## src/rtl/core/krla_pkg.sv

```systemverilog
// krla_pkg: codes, field widths and register reset values for the key repeat level adjuster.
// Used by rtl/core/key_repeat_level_adjuster.sv; depends on nothing.

package krla_pkg;

	// Field widths of the ports
	localparam int OP_W    = 2;
	localparam int NOW_W   = 32;
	localparam int CODE_W  = 10;
	localparam int VAL_W   = 2;
	localparam int CFG_W   = 16;
	localparam int LVL_W   = 6;
	localparam int CIDX_W  = 3;

	// Item kinds
	localparam logic [OP_W-1:0] OP_FRAME_START = 2'd0;
	localparam logic [OP_W-1:0] OP_KEY_EVENT   = 2'd1;
	localparam logic [OP_W-1:0] OP_FRAME_END   = 2'd2;

	// Key codes
	localparam logic [CODE_W-1:0] KEY_MENU   = 10'd317;
	localparam logic [CODE_W-1:0] KEY_DOWN   = 10'd310;
	localparam logic [CODE_W-1:0] KEY_UP     = 10'd311;
	localparam logic [CODE_W-1:0] KEY_SELECT = 10'd314;
	localparam logic [CODE_W-1:0] KEY_START  = 10'd315;

	// Largest key value that is still taken
	localparam logic [VAL_W-1:0] KEY_VAL_MAX = 2'd2;

	// Register indexes
	localparam logic [CIDX_W-1:0] REG_REPEAT_DELAY    = 3'd0;
	localparam logic [CIDX_W-1:0] REG_REPEAT_INTERVAL = 3'd1;
	localparam logic [CIDX_W-1:0] REG_SLEEP_GAP       = 3'd2;
	localparam logic [CIDX_W-1:0] REG_VOLUME_MAX      = 3'd3;
	localparam logic [CIDX_W-1:0] REG_BRIGHTNESS_MAX  = 3'd4;

	// Register reset values
	localparam logic [CFG_W-1:0] RST_REPEAT_DELAY    = 16'd300;
	localparam logic [CFG_W-1:0] RST_REPEAT_INTERVAL = 16'd100;
	localparam logic [CFG_W-1:0] RST_SLEEP_GAP       = 16'd1000;
	localparam logic [LVL_W-1:0] RST_VOLUME_MAX      = 6'd20;
	localparam logic [LVL_W-1:0] RST_BRIGHTNESS_MAX  = 6'd10;

	// Input word as held in the input register
	typedef struct packed {
		logic [OP_W-1:0]   op;
		logic [NOW_W-1:0]  now_ms;
		logic              is_key_event;
		logic [CODE_W-1:0] key_code;
		logic [VAL_W-1:0]  key_value;
	} in_word_t;

endpackage

```

## src/rtl/core/key_repeat_level_adjuster.sv

```systemverilog
// key_repeat_level_adjuster: top level, input register, state update and result register.
// Depends on krla_pkg (rtl/core/krla_pkg.sv).
//
// Channel   Direction  Handshake             Payload
// in        sink       in_valid / in_stall   op, now_ms, is_key_event, key_code, key_value
// out       source     out_valid / out_stall volume_level, brightness_level, volume_changed,
//                                            brightness_changed, combo_detected, input_ignored
// cfg       sink       cfg_valid / cfg_ready cfg_index, cfg_data
//
// One item per cycle while in_stall is low. An accepted word lands in the input
// register; from there it updates the key and level state and, for a frame end,
// loads the result register.
// Reset clears the valid flags and the block state and loads the register defaults; cfg_ready is always high.
// A frame end waiting behind a stalled full result register holds the input register,
// which raises in_stall; frame starts and key events never wait.

module key_repeat_level_adjuster
	import krla_pkg::*;
#(
	parameter int TIME_BITS  = 32,
	parameter int LEVEL_BITS = 6
) (
	input  logic              clk,
	input  logic              arst_n,
	// input channel
	input  logic              in_valid,
	output logic              in_stall,
	input  logic [OP_W-1:0]   op,
	input  logic [NOW_W-1:0]  now_ms,
	input  logic              is_key_event,
	input  logic [CODE_W-1:0] key_code,
	input  logic [VAL_W-1:0]  key_value,
	// result channel
	output logic              out_valid,
	input  logic              out_stall,
	output logic [LVL_W-1:0]  volume_level,
	output logic [LVL_W-1:0]  brightness_level,
	output logic              volume_changed,
	output logic              brightness_changed,
	output logic              combo_detected,
	output logic              input_ignored,
	// configuration channel
	input  logic              cfg_valid,
	output logic              cfg_ready,
	input  logic [CIDX_W-1:0] cfg_index,
	input  logic [CFG_W-1:0]  cfg_data
);

	localparam int CMP_W = (LEVEL_BITS > LVL_W) ? LEVEL_BITS : LVL_W;
	localparam logic [CMP_W-1:0] LEVEL_TOP = CMP_W'({LEVEL_BITS{1'b1}});

	// Configuration registers
	logic [CFG_W-1:0] repeat_delay_q, repeat_interval_q, sleep_gap_q;
	logic [LVL_W-1:0] volume_max_q, brightness_max_q;

	// Input register
	logic     in_valid_s1;
	in_word_t in_word_s1;

	// Block state
	logic [TIME_BITS-1:0]  frame_time_q, last_frame_time_q, up_due_q, down_due_q;
	logic                  ignore_q, menu_held_q, start_held_q, select_held_q;
	logic                  up_held_q, up_fresh_q, down_held_q, down_fresh_q;
	logic [LEVEL_BITS-1:0] volume_q, brightness_q;

	// Result register
	logic                  out_valid_s2;
	logic [LVL_W-1:0]      volume_s2, brightness_s2;
	logic                  vol_chg_s2, bri_chg_s2, combo_s2, ignored_s2;

	// Handshake
	logic s1_is_end, s1_go, in_accept;

	// Next state
	logic [TIME_BITS-1:0]  frame_time_d, up_due_d, down_due_d, due_arm;
	logic                  ignore_d, menu_d, start_d, select_d;
	logic                  up_held_d, up_fresh_d, down_held_d, down_fresh_d;
	logic [LEVEL_BITS-1:0] volume_d, brightness_d;
	logic                  combo_d;
	logic [CMP_W-1:0]      vol_cap, bri_cap;
	logic                  key_take, key_on, up_step, down_step;

	// Clamp a maximum to what the level store holds
	function automatic logic [CMP_W-1:0] clamp_max(input logic [LVL_W-1:0] m);
		logic [CMP_W-1:0] w;
		w = CMP_W'(m);
		return (w > LEVEL_TOP) ? LEVEL_TOP : w;
	endfunction

	// Move one level a step, saturating at zero and at the cap
	function automatic logic [LEVEL_BITS-1:0] step_one(input logic [LEVEL_BITS-1:0] lvl,
		input logic upward, input logic [CMP_W-1:0] cap);
		logic [LEVEL_BITS-1:0] r;
		r = lvl;
		if (upward) begin
			if (CMP_W'(lvl) < cap)
				r = lvl + 1'b1;
		end else if (lvl != '0) begin
			r = lvl - 1'b1;
		end
		return r;
	endfunction

	assign cfg_ready = 1'b1;
	assign s1_is_end = in_word_s1.op == OP_FRAME_END;
	assign s1_go     = in_valid_s1 && (!s1_is_end || !out_valid_s2 || !out_stall);
	assign in_stall  = in_valid_s1 && !s1_go;
	assign in_accept = in_valid && !in_stall;

	// Write configuration registers
	always_ff @(posedge clk or negedge arst_n) begin
		if (!arst_n) begin
			repeat_delay_q    <= RST_REPEAT_DELAY;
			repeat_interval_q <= RST_REPEAT_INTERVAL;
			sleep_gap_q       <= RST_SLEEP_GAP;
			volume_max_q      <= RST_VOLUME_MAX;
			brightness_max_q  <= RST_BRIGHTNESS_MAX;
		end else if (cfg_valid && cfg_ready) begin
			case (cfg_index)
				REG_REPEAT_DELAY:    repeat_delay_q    <= cfg_data;
				REG_REPEAT_INTERVAL: repeat_interval_q <= cfg_data;
				REG_SLEEP_GAP:       sleep_gap_q       <= cfg_data;
				REG_VOLUME_MAX:      volume_max_q      <= cfg_data[LVL_W-1:0];
				REG_BRIGHTNESS_MAX:  brightness_max_q  <= cfg_data[LVL_W-1:0];
				default: ;
			endcase
		end
	end

	// Load the input register; hold it while a frame end waits on the result
	always_ff @(posedge clk or negedge arst_n) begin
		if (!arst_n) begin
			in_valid_s1 <= 1'b0;
		end else if (in_accept) begin
			in_valid_s1 <= 1'b1;
		end else if (s1_go) begin
			in_valid_s1 <= 1'b0;
		end
	end

	always_ff @(posedge clk) begin
		if (in_accept) begin
			in_word_s1 <= '{op: op, now_ms: now_ms, is_key_event: is_key_event,
				key_code: key_code, key_value: key_value};
		end
	end

	// Work out the next state and the result for the held word
	always_comb begin
		frame_time_d = frame_time_q;
		ignore_d     = ignore_q;
		menu_d       = menu_held_q;
		start_d      = start_held_q;
		select_d     = select_held_q;
		up_held_d    = up_held_q;
		up_fresh_d   = up_fresh_q;
		up_due_d     = up_due_q;
		down_held_d  = down_held_q;
		down_fresh_d = down_fresh_q;
		down_due_d   = down_due_q;
		volume_d     = volume_q;
		brightness_d = brightness_q;
		combo_d      = 1'b0;
		up_step      = 1'b0;
		down_step    = 1'b0;
		vol_cap      = clamp_max(volume_max_q);
		bri_cap      = clamp_max(brightness_max_q);
		key_on       = in_word_s1.key_value != '0;
		key_take     = !ignore_q && in_word_s1.is_key_event &&
			(in_word_s1.key_value <= KEY_VAL_MAX);
		due_arm      = frame_time_q + TIME_BITS'(repeat_delay_q);

		case (in_word_s1.op)
			OP_FRAME_START: begin
				frame_time_d = TIME_BITS'(in_word_s1.now_ms);
				if ((frame_time_d - last_frame_time_q) > TIME_BITS'(sleep_gap_q))
					ignore_d = 1'b1;
			end
			OP_KEY_EVENT: begin
				if (key_take) begin
					case (in_word_s1.key_code)
						KEY_MENU:   menu_d = key_on;
						KEY_START:  start_d = key_on;
						KEY_SELECT: select_d = key_on;
						KEY_UP: begin
							up_held_d  = key_on;
							up_fresh_d = key_on;
							if (key_on)
								up_due_d = due_arm;
						end
						KEY_DOWN: begin
							down_held_d  = key_on;
							down_fresh_d = key_on;
							if (key_on)
								down_due_d = due_arm;
						end
						default: ;
					endcase
				end
			end
			OP_FRAME_END: begin
				// drop held navigation keys after a stale gap
				if (ignore_q) begin
					menu_d       = 1'b0;
					up_held_d    = 1'b0;
					up_fresh_d   = 1'b0;
					down_held_d  = 1'b0;
					down_fresh_d = 1'b0;
					up_due_d     = '0;
					down_due_d   = '0;
				end
				combo_d = up_held_d && down_held_d && start_d && select_d;

				// up first
				up_step = up_fresh_d || (up_held_d && (frame_time_q >= up_due_d));
				if (up_step) begin
					if (menu_d)
						brightness_d = step_one(brightness_d, 1'b1, bri_cap);
					else if (start_d)
						volume_d = step_one(volume_d, 1'b1, vol_cap);
					if (up_fresh_d)
						up_fresh_d = 1'b0;
					else
						up_due_d = up_due_d + TIME_BITS'(repeat_interval_q);
				end

				// then down, on the levels up left
				down_step = down_fresh_d || (down_held_d && (frame_time_q >= down_due_d));
				if (down_step) begin
					if (menu_d)
						brightness_d = step_one(brightness_d, 1'b0, bri_cap);
					else if (start_d)
						volume_d = step_one(volume_d, 1'b0, vol_cap);
					if (down_fresh_d)
						down_fresh_d = 1'b0;
					else
						down_due_d = down_due_d + TIME_BITS'(repeat_interval_q);
				end

				ignore_d = 1'b0;
			end
			default: ;
		endcase
	end

	// Advance the block state
	always_ff @(posedge clk or negedge arst_n) begin
		if (!arst_n) begin
			frame_time_q      <= '0;
			last_frame_time_q <= '0;
			ignore_q          <= 1'b0;
			menu_held_q       <= 1'b0;
			start_held_q      <= 1'b0;
			select_held_q     <= 1'b0;
			up_held_q         <= 1'b0;
			up_fresh_q        <= 1'b0;
			up_due_q          <= '0;
			down_held_q       <= 1'b0;
			down_fresh_q      <= 1'b0;
			down_due_q        <= '0;
			volume_q          <= '0;
			brightness_q      <= '0;
		end else if (s1_go) begin
			frame_time_q  <= frame_time_d;
			ignore_q      <= ignore_d;
			menu_held_q   <= menu_d;
			start_held_q  <= start_d;
			select_held_q <= select_d;
			up_held_q     <= up_held_d;
			up_fresh_q    <= up_fresh_d;
			up_due_q      <= up_due_d;
			down_held_q   <= down_held_d;
			down_fresh_q  <= down_fresh_d;
			down_due_q    <= down_due_d;
			volume_q      <= volume_d;
			brightness_q  <= brightness_d;
			if (s1_is_end)
				last_frame_time_q <= frame_time_q;
		end
	end

	// Result register: load on a frame end, drop once taken
	always_ff @(posedge clk or negedge arst_n) begin
		if (!arst_n) begin
			out_valid_s2 <= 1'b0;
		end else if (s1_go && s1_is_end) begin
			out_valid_s2 <= 1'b1;
		end else if (!out_stall) begin
			out_valid_s2 <= 1'b0;
		end
	end

	always_ff @(posedge clk) begin
		if (s1_go && s1_is_end) begin
			volume_s2     <= LVL_W'(volume_d);
			brightness_s2 <= LVL_W'(brightness_d);
			vol_chg_s2    <= volume_d != volume_q;
			bri_chg_s2    <= brightness_d != brightness_q;
			combo_s2      <= combo_d;
			ignored_s2    <= ignore_q;
		end
	end

	assign out_valid          = out_valid_s2;
	assign volume_level       = volume_s2;
	assign brightness_level   = brightness_s2;
	assign volume_changed     = vol_chg_s2;
	assign brightness_changed = bri_chg_s2;
	assign combo_detected     = combo_s2;
	assign input_ignored      = ignored_s2;

	// A frame end steps only one of the two levels
	a_one_level: assert property (@(posedge clk) disable iff (!arst_n)
		out_valid_s2 |-> !(vol_chg_s2 && bri_chg_s2))
		else $error("both levels changed in one frame");

	// The input side stalls only behind a full result register
	a_stall_cause: assert property (@(posedge clk) disable iff (!arst_n)
		in_stall |-> (in_valid_s1 && s1_is_end && out_valid_s2))
		else $error("input stalled without a waiting frame end");

	// A frame end always clears the stale flag
	a_ignore_clear: assert property (@(posedge clk) disable iff (!arst_n)
		(s1_go && s1_is_end) |=> !ignore_q)
		else $error("stale flag survived a frame end");

	// A stale frame end releases menu and both fresh presses
	a_stale_release: assert property (@(posedge clk) disable iff (!arst_n)
		(s1_go && s1_is_end && ignore_q) |=> (!menu_held_q && !up_fresh_q && !down_fresh_q))
		else $error("keys still held after a stale frame");

endmodule

```

## config.mk

```make
export PLATFORM = sky130hd
export DESIGN_NAME = key_repeat_level_adjuster
export DESIGN_NICKNAME = d
export VERILOG_FILES = /design/src/rtl/core/krla_pkg.sv /design/src/rtl/core/key_repeat_level_adjuster.sv
export SDC_FILE = /design/constraint.sdc
export NUM_CORES = 1
export LEC_CHECK = 0
export BUFFER_PORTS_ARGS = -buffer_cell sky130_fd_sc_hd__buf_2
export CAP_MARGIN = 10
export CELL_PAD_IN_SITES_DETAIL_PLACEMENT = 1
export CELL_PAD_IN_SITES_GLOBAL_PLACEMENT = 2
export CORE_ASPECT_RATIO = 0.5
export CORE_MARGIN = 5
export CORE_UTILIZATION = 40
export DETAILED_ROUTE_END_ITERATION = 12
export PLACE_DENSITY = 0.83
export SYNTH_ARGS = -nofsm -noshare
export SYNTH_HDL_FRONTEND = slang
export SYNTH_SLANG_ARGS = --single-unit
```

## constraint.sdc

```tcl
create_clock -name clk -period 17.82 [get_ports clk]
set_clock_uncertainty 0.1 [all_clocks]
set_input_delay 4.455 -clock clk [delete_from_list [all_inputs] [get_ports clk]]
set_output_delay 4.455 -clock clk [all_outputs]
set_load 0.005 [all_outputs]
```

==> results.tsv, run 1 <==
metric	value	unit
Seq/Total Area, Yosys	0.375	
Ys Warns	0	
Crit path arrival time	4860	ps
average size of a mapped cell	8.97	um^2
Reg area	7170	um^2
Remaining DRCs	0	
Max H-tree Level	1	
Worst IR Drop VDD	0.0857	mV
WL final	60700	um
CTS Buffer Depth	3	
CP peak stage delay	130	ps
root buffer cell	clkbuf_16	
hold crit path type	flop to flop	
max-slew violations	0	
Max Fclk	106	MHz
synthesis-to-finish area growth	11.7	%
final period utilization	0.528	
status	completed	
Mapped Area	19100	um^2
top cells by area, synth	dfrtp_1 (25%), ha_1 (12%), edfxtp_1 (9.9%), nand2_1 (5.6%), o21ai_0 (4.9%)	
number of global-route vias before repair	16800	
RSZ-0062 raised after global routing	false	
Setup TNS Final	0	ps
top cell type's share of synthesized area	0.252	
DRT iter0 DRCs	1015	
total grt overflow	0	
Hold Violations, Final	0	
vias	16200	
Post-Syn Nets	2387	
Post-DRT Antenna Nets	0	
clk sink count	273	
CP max FO	3	
element type at the critical path end	output port	
via/cell ratio	5.67	
Worst-Skew Late Latency	590	ps
worst slew pin tran	1060	ps
first-pass GRT wire length	95300	um
startpoint types	input port	
Placer Congestion	0.874	
Critical Path RT	13270	ps
post-synthesis cell type count	91	
Die Wd	319	um
pin count of the biggest net entering global routing	78	
proportion of layout cells with a drive suffix above 1	0.135	
I/O Buffers	88	
initial antenna violation count	3	
Initial Util	0.406	
routed len/inst	21.2	um
Primary FF master, synth	dfrtp_1	
# setup viols final	0	
max_cap viols	0	
Detail Placement HPWL	45200	um
Reg clk slew, reported paths	70	ps
cell taking the most area after synthesis	dfrtp_1	
Hold-fix buffers, CTS	0	
CP max-delay cell	nand4_1	
reg-to-reg slack, setup	11220	ps
Die Span Y	165	um
Post-Syn Instances	2134	
pwr/cell area	133	nW/um^2
DIE AREA	52600	um^2
Min-Delay Path Depth	2	
crit path cell chain	buf_2, nand4_1, inv_1, buf_2	
CP dominant cell by count	buf_2	
LEAKAGE	9.36	nW
Setup Fix Bufs, Post-CTS	0	
Total GRT Usage	0.228	
# IOs	90	
nets@finish	2451	
CTS resizes	0	
RR Endpoint	brightness_changed$_DFFE_PP_	
FF+latch count, synth	273	
core area	47100	um^2
Post-synth EDFFs	63	
# fillers	5497	
HP Start	down_due_q[0]$_DFFE_PN0P_	
Critical R2R Launch	ignore_q$_DFFE_PN0P_	
CP Class	input port to output port	
multi-input combinational cell area	11200	um^2
slew margin rel.	0.291	
Std-Cell Rows	56	
reg2reg path depth	18	
CTS tree	done	
crit path from	out_stall	
CTS Buf Count	30	
post-layout min period	9420	ps
Synth async-reset ratio	0.769	
total power	2.85	mW
Hold Path Sink	down_due_q[0]$_DFFE_PN0P_	
DR pass1 iterations	5	
## stage by stage
step                setup slack (ps)  instances  cell area, um^2   util  hold slack (ps)
floorplan                       8610       2134            19100      -              342
global placement                8410       2804            20300  0.432              359
detailed placement              8390       2804            20300  0.432              364
CTS                             8390       2860            21400  0.454              379
global route                    8360       2860            21400  0.454              404
finish                          8400       2861            21400  0.454              376
## routing by layer
metal  routed length [um]  vias to the layer above  share of wire  track usage
met3                 2870                       70          0.047       0.0331
met2                26500                      250           0.44        0.368
met1                30400                     8066           0.50        0.332
met5                    0                        -              0            0
met4                  965                        0          0.016       0.0376
li1                     -                     7849              -            -
## final cells by class
type,instances,share of cell area
Timing Repair Buffer,113,0.0299
Inverter,145,0.0255
Antenna cell,1,0.000117
Tap cell,638,0.0374
Clock buffer,41,0.0414
Clock inverter,15,0.00714
Multi-Input combinational cell,1635,0.523
Sequential cell,273,0.335
## worst max-delay path by stage
stage	depth (start not counted)	endpoint
2_1_floorplan	2	in_stall
3_3_place_gp	4	in_stall
3_5_place_dp	4	in_stall
4_1_cts	4	in_stall
5_1_grt	4	in_stall
6_report	4	in_stall
## cell usage after synthesis, types with 22 or more instances
master	number
nand2_1	283
dfrtp_1	193
o21ai_0	186
ha_1	178
inv_1	142
nor2_1	138
a21oi_1	135
mux2_2	81
clkbuf_1	68
edfxtp_1	63
xnor2_1	62
a21o_1	51
nand3_1	43
a211oi_1	31
nand4_1	31
o21a_1	30
nor3_1	29
nor2b_1	26
xor2_1	22
## report_power, final
group          internal, mW  switching, mW  total [mW]  leakage [nW]
registers             0.792          0.165       0.956          3.14
logic                 0.505          0.724        1.23          5.72
clock network         0.378          0.282       0.660         0.502
## flip-flops by register name, summed over array words and instances, names as in the netlist, 16 cells and up
name and cells:
last_frame_time_q 32, in_word_s1 47, up_due_q 32, sleep_gap_q 16
frame_time_q 32, down_due_q 32, repeat_interval_q 16, repeat_delay_q 16
## critical path: cells and delay by family
family	cells	cell delay (ps)
buf+inv	3	270
simple gates	1	130
## cells by family after synthesis
kind of cell | synth area share
flip-flops | 0.375
multiplexers | 0.0545
other | 0.000196
buffers and inverters | 0.0450
AO/OA/AOI/OAI | 0.204
adder cells (fa/ha/maj) | 0.121
AND/OR/NAND/NOR | 0.163
XOR/XNOR | 0.0384
## cell usage in the layout, fill, tap and decap left out, types with 22 or more instances in the layout
master,synthesis,routed
mux2_2,81,81
nor3_1,29,28
a21o_1,51,50
nor2b_1,26,26
nor2_1,138,138
nand4_1,31,31
a211oi_1,31,31
xnor2_1,62,62
o21a_1,30,30
o21ai_0,186,186
inv_1,142,142
clkbuf_16,0,32
nand3_1,43,43
ha_1,178,177
buf_2,2,87
buf_4,1,25
edfxtp_1,63,63
dfrtp_1,193,193
xor2_1,22,22
a21oi_1,135,134
nand2_1,283,283
Power figures use the tool's default switching activity.
==> run 2, diff against run 1 <==
--- a/config.mk
+++ b/config.mk
@@ -5,15 +5,16 @@
 export SDC_FILE = /design/constraint.sdc
 export NUM_CORES = 1
 export LEC_CHECK = 0
+export ABC_AREA = 1
 export BUFFER_PORTS_ARGS = -buffer_cell sky130_fd_sc_hd__buf_2
 export CAP_MARGIN = 10
 export CELL_PAD_IN_SITES_DETAIL_PLACEMENT = 1
 export CELL_PAD_IN_SITES_GLOBAL_PLACEMENT = 2
 export CORE_ASPECT_RATIO = 0.5
 export CORE_MARGIN = 5
-export CORE_UTILIZATION = 40
+export CORE_UTILIZATION = 37
 export DETAILED_ROUTE_END_ITERATION = 12
-export PLACE_DENSITY = 0.83
+export PLACE_DENSITY = 0.82
 export SYNTH_ARGS = -nofsm -noshare
 export SYNTH_HDL_FRONTEND = slang
 export SYNTH_SLANG_ARGS = --single-unit
==> constraint.sdc (replaced) <==
create_clock -name clk -period 9 [get_ports clk]
set_clock_uncertainty 0.1 [all_clocks]
set_input_delay 2.25 -clock clk [delete_from_list [all_inputs] [get_ports clk]]
set_output_delay 2.25 -clock clk [all_outputs]
set_load 0.005 [all_outputs]
==> run 2 against run 1 <==
First-iteration DRC count grew 11%. Core utilization shrank 4.0 points. Flip-flop and latch count is the same. Die area grew 13%. Clock-buffer cell count shrank 9. Combinational power grew to 2.6 times the previous value. Final cell count grew 23%.
==> results.tsv, run 2 <==
metric	value	unit	change
reg2reg path depth	20		+2
Initial Util	0.374		-0.0326
most common library cell in the layout ignoring fill and taps	nand2_1		
Reg clk slew, reported paths	70	ps	about the same
Std-Cell Rows	60		+7.1%
WL final	69800	um	+15%
RR Endpoint	down_due_q[31]$_DFFE_PN0P_		
worst slew pin tran	1100	ps	+41.5 ps
most common library cells after synthesis	nand2_1 (585), inv_1 (398), o21ai_0 (262)		
Crit path arrival time	2850	ps	-2010 ps
Critical R2R Launch	ignore_q$_DFFE_PN0P_		
Die Wd	339	um	+6.3%
CTS resizes	0		unchanged
multi-input combinational cell area	11100	um^2	-1.1%
Total GRT Usage	0.231		+0.00379
CTS tree	done		
Remaining DRCs	0		unchanged
vias	18600		+15%
I/O Buffers	88		unchanged
Synth async-reset ratio	0.769		unchanged
Reg power frac	0.292		-0.044
Largest register FFs	47		unchanged
number of global-route vias before repair	19000		+13%
total grt overflow	0		unchanged
Max H-tree Level	1		unchanged
cell taking the most area after synthesis	dfrtp_1		
count leader, synth	nand2_1		
DIE AREA	59300	um^2	+13%
DRT iter0 DRCs	1124		+11%
Psw	2.98	mW	+150%
root buffer cell	clkbuf_16		
Post-Syn Instances	2715		+27%
via/cell ratio	5.30		-6.7%
synthesis-to-finish area growth	10.6	%	
Combinational Power Share	0.509		+0.077
Final Util	0.413		-0.0405
# setup viols final	0		unchanged
Seq/Total Area, Yosys	0.357		-0.0173
initial antenna violation count	0		-3
post-synthesis cell type count	60		-34%
M2 GR Usage	0.364		-0.00446
first-pass GRT wire length	109000	um	+14%
startpoint types	input port		
Critical Path RT	6650	ps	-6620 ps
RSZ-0062 raised after global routing	false		
core area	53700	um^2	+14%
Mapped Area	20100	um^2	+4.8%
Post-DRT Antenna Nets	0		unchanged
Hold-fix buffers, CTS	0		unchanged
largest register by flop count	in_word_s1		
met1 usage	0.340		+0.00791
CP max FO	3		unchanged
total power	6.31	mW	+120%
Worst-Skew Late Latency	620	ps	+30 ps
most frequent cells in the layout	nand2_1 (584), inv_1 (398), o21ai_0 (262)		
gr busiest metal	met2		
status	completed		
max-slew violations	0		unchanged
element type at the critical path end	output port		
reg-to-reg slack, setup	3890	ps	-7330 ps
final period utilization	0.578		
Detail Placement HPWL	53200	um	+18%
top cells by area, synth	dfrtp_1 (24%), ha_1 (11%), nand2_1 (11%), edfxtp_1 (9.4%), inv_1 (7.4%)		
Die Span Y	175	um	+6.1%
Setup TNS Final	0	ps	unchanged
CP Class	input port to output port		
met3 Use GR	0.0406		+0.00757
nets@finish	3027		+24%
Internal	3.33	mW	+99%
# fillers	6724		+22%
CTS Buf Count	30		unchanged
top cell type's share of synthesized area	0.241		-0.0117
clk sink count	273		unchanged
Sw Ratio	0.473		+0.0612
# IOs	90		unchanged
crit path capture	in_stall		
slew margin rel.	0.262		-0.0295
FF+latch count, synth	273		unchanged
clock power share	0.200		-0.032
LEAKAGE	10.7	nW	+14%
Placer Congestion	0.876		+0.21%
CTS Buffer Depth	3		unchanged
Primary FF master, synth	dfrtp_1		
Setup Fix Bufs, Post-CTS	0		unchanged
max_cap viols	0		unchanged
DR pass1 iterations	5		unchanged
post-layout min period	5200	ps	
pin count of the biggest net entering global routing	110		+41%
Worst IR Drop VDD	0.161	mV	+88%
proportion of layout cells with a drive suffix above 1	0.0912		-0.0434
average size of a mapped cell	7.39	um^2	-18%
crit path from	out_stall		
Post-synth EDFFs	63		unchanged
Hold Violations, Final	0		unchanged
Post-Syn Nets	2968		+24%
Ys Warns	0		unchanged
Reg area	7170	um^2	about the same
hold crit path type	flop to flop		
pwr/cell area	284	nW/um^2	+110%
routed len/inst	19.9	um	-6.3%
Max Fclk	192	MHz	
==> run 2: changes by cell type after synthesis, sizes merged, moves of 66 or more <==
cell / delta
o21ai: +98
nand3: +87
nor2: +122
inv: +268
nand2: +316
mux2: -66
==> run 2: logic make-up after synthesis <==
logic type	after synthesis	share of synthesized area
xor+xnor	65	0.0284
buf+inv	490	0.0935
simple gates	1092	0.233
mux	15	0.00842
flops	273	0.357
compound gates	597	0.164
fa+ha+maj	182	0.115
other cells	1	0.000187
==> run 2: worst min path at each step <==
stage          slack [ps]  depth (start not counted)                              from                                to
2_1_floorplan         350                          2   brightness_max_q[2]$_DFFE_PN0P_   brightness_max_q[2]$_DFFE_PN0P_
3_3_place_gp          370                          2   brightness_max_q[2]$_DFFE_PN0P_   brightness_max_q[2]$_DFFE_PN0P_
3_5_place_dp          380                          2   brightness_max_q[5]$_DFFE_PN0P_   brightness_max_q[5]$_DFFE_PN0P_
4_1_cts               400                          2  last_frame_time_q[1]$_DFFE_PN0P_  last_frame_time_q[1]$_DFFE_PN0P_
5_1_grt               420                          2   brightness_max_q[5]$_DFFE_PN0P_   brightness_max_q[5]$_DFFE_PN0P_
6_report              390                          2   brightness_max_q[5]$_DFFE_PN0P_   brightness_max_q[5]$_DFFE_PN0P_
==> run 2: area by class of cell <==
cell class	count	share of cell area
multi-input combinational	1952	0.498
clock buffer	32	0.0342
timing repair buffer	101	0.0253
sequential	273	0.323
tap	713	0.0402
clock inverter	23	0.00835
antenna	1	0.000113
inverter	416	0.0704
==> run 2: routing by layer <==
layer | routed length [um] | vias to the layer above
met3 | 3360 | 67
met5 | 0 | -
li1 | - | 9074
met4 | 1150 | 0
met2 | 29900 | 298
met1 | 35400 | 9157
==> run 2: power groups by stage <==
stage	clock network (mW)	logic (mW)	registers, mW
CTS	1.29	3.22	1.84
global placement	0	3.10	1.85
floorplan	0	2.37	1.72
detailed placement	0	3.19	1.86
finish	1.26	3.21	1.84
global route	1.34	3.66	1.87
==> run 2: worst max-delay path: stages <==
cell	delay, ps
buf_2	90
nand3_1	110
nor2_1	240
buf_2	160
==> run 2: per-stage QoR <==
step	hold WS [ps]	cells	worst slack (ps)	instance area (um^2)
6_report	394	3511	3800	22200
2_1_floorplan	353	2715	4050	20100
3_5_place_dp	380	3455	3710	21200
4_1_cts	396	3510	3790	22200
5_1_grt	417	3510	3500	22200
3_3_place_gp	369	3455	3770	21200
==> run 3, diff against run 2 <==
--- a/config.mk
+++ b/config.mk
@@ -12,9 +12,9 @@
 export CELL_PAD_IN_SITES_GLOBAL_PLACEMENT = 2
 export CORE_ASPECT_RATIO = 0.5
 export CORE_MARGIN = 5
-export CORE_UTILIZATION = 37
+export CORE_UTILIZATION = 33
 export DETAILED_ROUTE_END_ITERATION = 12
-export PLACE_DENSITY = 0.82
+export PLACE_DENSITY = 0.78
 export SYNTH_ARGS = -nofsm -noshare
 export SYNTH_HDL_FRONTEND = slang
 export SYNTH_SLANG_ARGS = --single-unit
==> constraint.sdc (replaced) <==
create_clock -name clk -period 4.6 [get_ports clk]
set_clock_uncertainty 0.1 [all_clocks]
set_input_delay 1.15 -clock clk [delete_from_list [all_inputs] [get_ports clk]]
set_output_delay 1.15 -clock clk [all_outputs]
set_load 0.005 [all_outputs]
==> run 3 against run 2 <==
Largest cell class unchanged. Register-to-register slack got worse by 3500 ps. Final cell count up 4.0%. Non-clock buffer count is 42 higher. Global-route usage is 1.7 points lower. Sequential power rose by 96%. Clock power up 110%. Cell area up 2.5%. Clock-buffer cell count up 5. Flip-flop and latch count is the same. Critical path type is now flop to flop. Highest routed layer unchanged. Via count is 0.89% higher. Critical path depth grew 25. Wire length rose by 1.4%.
==> results.tsv, run 3 (synthesis results as in run 2) <==
metric	value	unit	change
Setup TNS Final	0	ps	unchanged
nets@finish	3069		+1.4%
initial antenna violation count	1		+1
worst slew pin tran	1150	ps	+48.0 ps
CTS Buf Count	30		unchanged
Die Wd	359	um	+5.7%
status	completed		
pin count of the biggest net entering global routing	91		-17%
Std-Cell Rows	63		+5.0%
Sw Ratio	0.463		-0.00971
WL final	70800	um	+1.4%
most frequent cells in the layout	nand2_1 (584), inv_1 (397), o21ai_0 (262)		
first-pass GRT wire length	111000	um	+1.6%
Psw	5.85	mW	+96%
CP peak stage delay	620	ps	+380 ps
max-slew violations	0		unchanged
Hold Violations, Final	0		unchanged
CP max-delay cell	dfrtp_4		
RSZ-0062 raised after global routing	false		
Critical Path RT	4850	ps	-1800 ps
proportion of layout cells with a drive suffix above 1	0.107		+0.0159
I/O Buffers	88		unchanged
Max H-tree Level	1		unchanged
Reg power frac	0.286		-0.006
max_cap viols	0		unchanged
# IOs	90		unchanged
synthesis-to-finish area growth	13.4	%	
Diodes inserted	0		-1
Total GRT Usage	0.214		-0.0174
Largest register FFs	47		unchanged
Max Fclk	238	MHz	
Worst-Skew Late Latency	610	ps	about the same
number of global-route vias before repair	19400		+1.9%
# setup viols final	0		unchanged
most common library cell in the layout ignoring fill and taps	nand2_1		
Hold-fix buffers, CTS	0		unchanged
Post-Layout Cell Count	3652		+4.0%
DR pass1 iterations	5		unchanged
pwr/cell area	555	nW/um^2	+95%
Internal	6.78	mW	+100%
Initial Util	0.336		-0.0376
Combinational Power Share	0.507		-0.002
DIE AREA	66100	um^2	+12%
clk sink count	273		unchanged
final period utilization	0.914		
hold crit path type	flop to flop		
Worst path top cell family by delay	simple AND/OR/NAND/NOR gates		
CTS Buffer Depth	3		unchanged
Die Span Y	184	um	+5.5%
CP max FO	17		+14
CP Class	flop to flop		
startpoint types	flop		
crit path buf inv count	4		+2
element type at the critical path end	flop		
Remaining DRCs	0		unchanged
CP dominant cell by count	nand2_1		
DRT iter0 DRCs	1277		+14%
Post-DRT Antenna Nets	0		unchanged
LEAKAGE	11.0	nW	+2.3%
slew margin rel.	0.230		-0.0321
Worst IR Drop VDD	0.319	mV	+97%
largest register by flop count	in_word_s1		
routed len/inst	19.4	um	-2.5%
core area	59700	um^2	+11%
clock power share	0.207		+0.007
root buffer cell	clkbuf_16		
Detail Placement HPWL	55500	um	+4.2%
Reg clk slew, reported paths	70	ps	about the same
via/cell ratio	5.14		-3.0%
Placer Congestion	0.874		-0.18%
vias	18800		+0.89%
dpl cells	3596		+4.1%
Crit path arrival time	4450	ps	+1600 ps
CTS tree	done		
total grt overflow	0		unchanged
post-layout min period	4200	ps	
## run 3: cell types whose count changed in the layout (fill, tap and decap cells not counted), moves of 2 or more
cell / delta
clkinv_2: -2
buf_4: +40
buf_12: +2
clkbuf_8: +4
clkinv_1: -5
clkinv_4: +3
## run 3: final timing paths
check	from	end	slack [ps]	cells past startpoint
max reg2reg	ignore_q$_DFFE_PN0P_	brightness_changed$_DFFE_PP_	400	29
max in group asynchronous	arst_n	volume_max_q[2]$_DFFE_PN1P_	3020	2
min reg2reg	brightness_max_q[1]$_DFFE_PN1P_	brightness_max_q[1]$_DFFE_PN1P_	390	2
min in group asynchronous	arst_n	frame_time_q[5]$_DFFE_PN0P_	450	1
min	brightness_max_q[1]$_DFFE_PN1P_	brightness_max_q[1]$_DFFE_PN1P_	390	2
max	ignore_q$_DFFE_PN0P_	brightness_changed$_DFFE_PP_	400	29
## run 3: routing by layer
layer  GRT usage  up-vias  part of all wire
li1            -     9175                 -
met1       0.312     9245              0.51
met2       0.339      289              0.43
met3      0.0396       53             0.050
met4      0.0310        0             0.014
met5           0        -                 0
## run 3: timing repair
item,in CTS,in global routing
endpoints found under the setup margin,0,1
gates resized for setup,0,2
buffers inserted,0,0
## run 3: worst register-to-register path, delay by kind of cell (launching register included)
| family | cells | cell delay [ps] |
|---|---|---|
| adder cells (fa/ha/maj) | 2 | 440 |
| buffers and inverters | 4 | 600 |
| flip-flops | 1 | 620 |
| AND/OR/NAND/NOR | 23 | 2200 |
## run 3: final cells by class
cell class | count | area (um^2)
clock buffer | 37 | 838
clock inverter | 19 | 196
fill | 7453 | 36900
inverter | 416 | 1570
multi-input combinational | 1952 | 11100
sequential | 273 | 7170
tap | 812 | 1020
timing repair buffer | 143 | 901
## run 3: per-stage QoR
| step | power, mW | instance area, um^2 | worst slack, ps | hold slack (ps) | util |
|---|---|---|---|---|---|
| 2_1_floorplan | 8.01 | 20100 | 524 | 353 | - |
| 3_3_place_gp | 9.85 | 21700 | 365 | 370 | 0.364 |
| 3_5_place_dp | 10.0 | 21700 | 354 | 380 | 0.364 |
| 4_1_cts | 12.7 | 22700 | 320 | 395 | 0.381 |
| 5_1_grt | 13.8 | 22700 | 14.0 | 411 | 0.381 |
| 6_report | 12.6 | 22700 | 397 | 390 | 0.381 |
## run 3: power groups by stage
stage	sequential (mW)	clock [mW]	combinational (mW)
floorplan	3.37	0	4.64
global placement	3.62	0	6.23
detailed placement	3.64	0	6.37
CTS	3.60	2.68	6.42
global route	3.67	2.79	7.33
finish	3.61	2.62	6.40
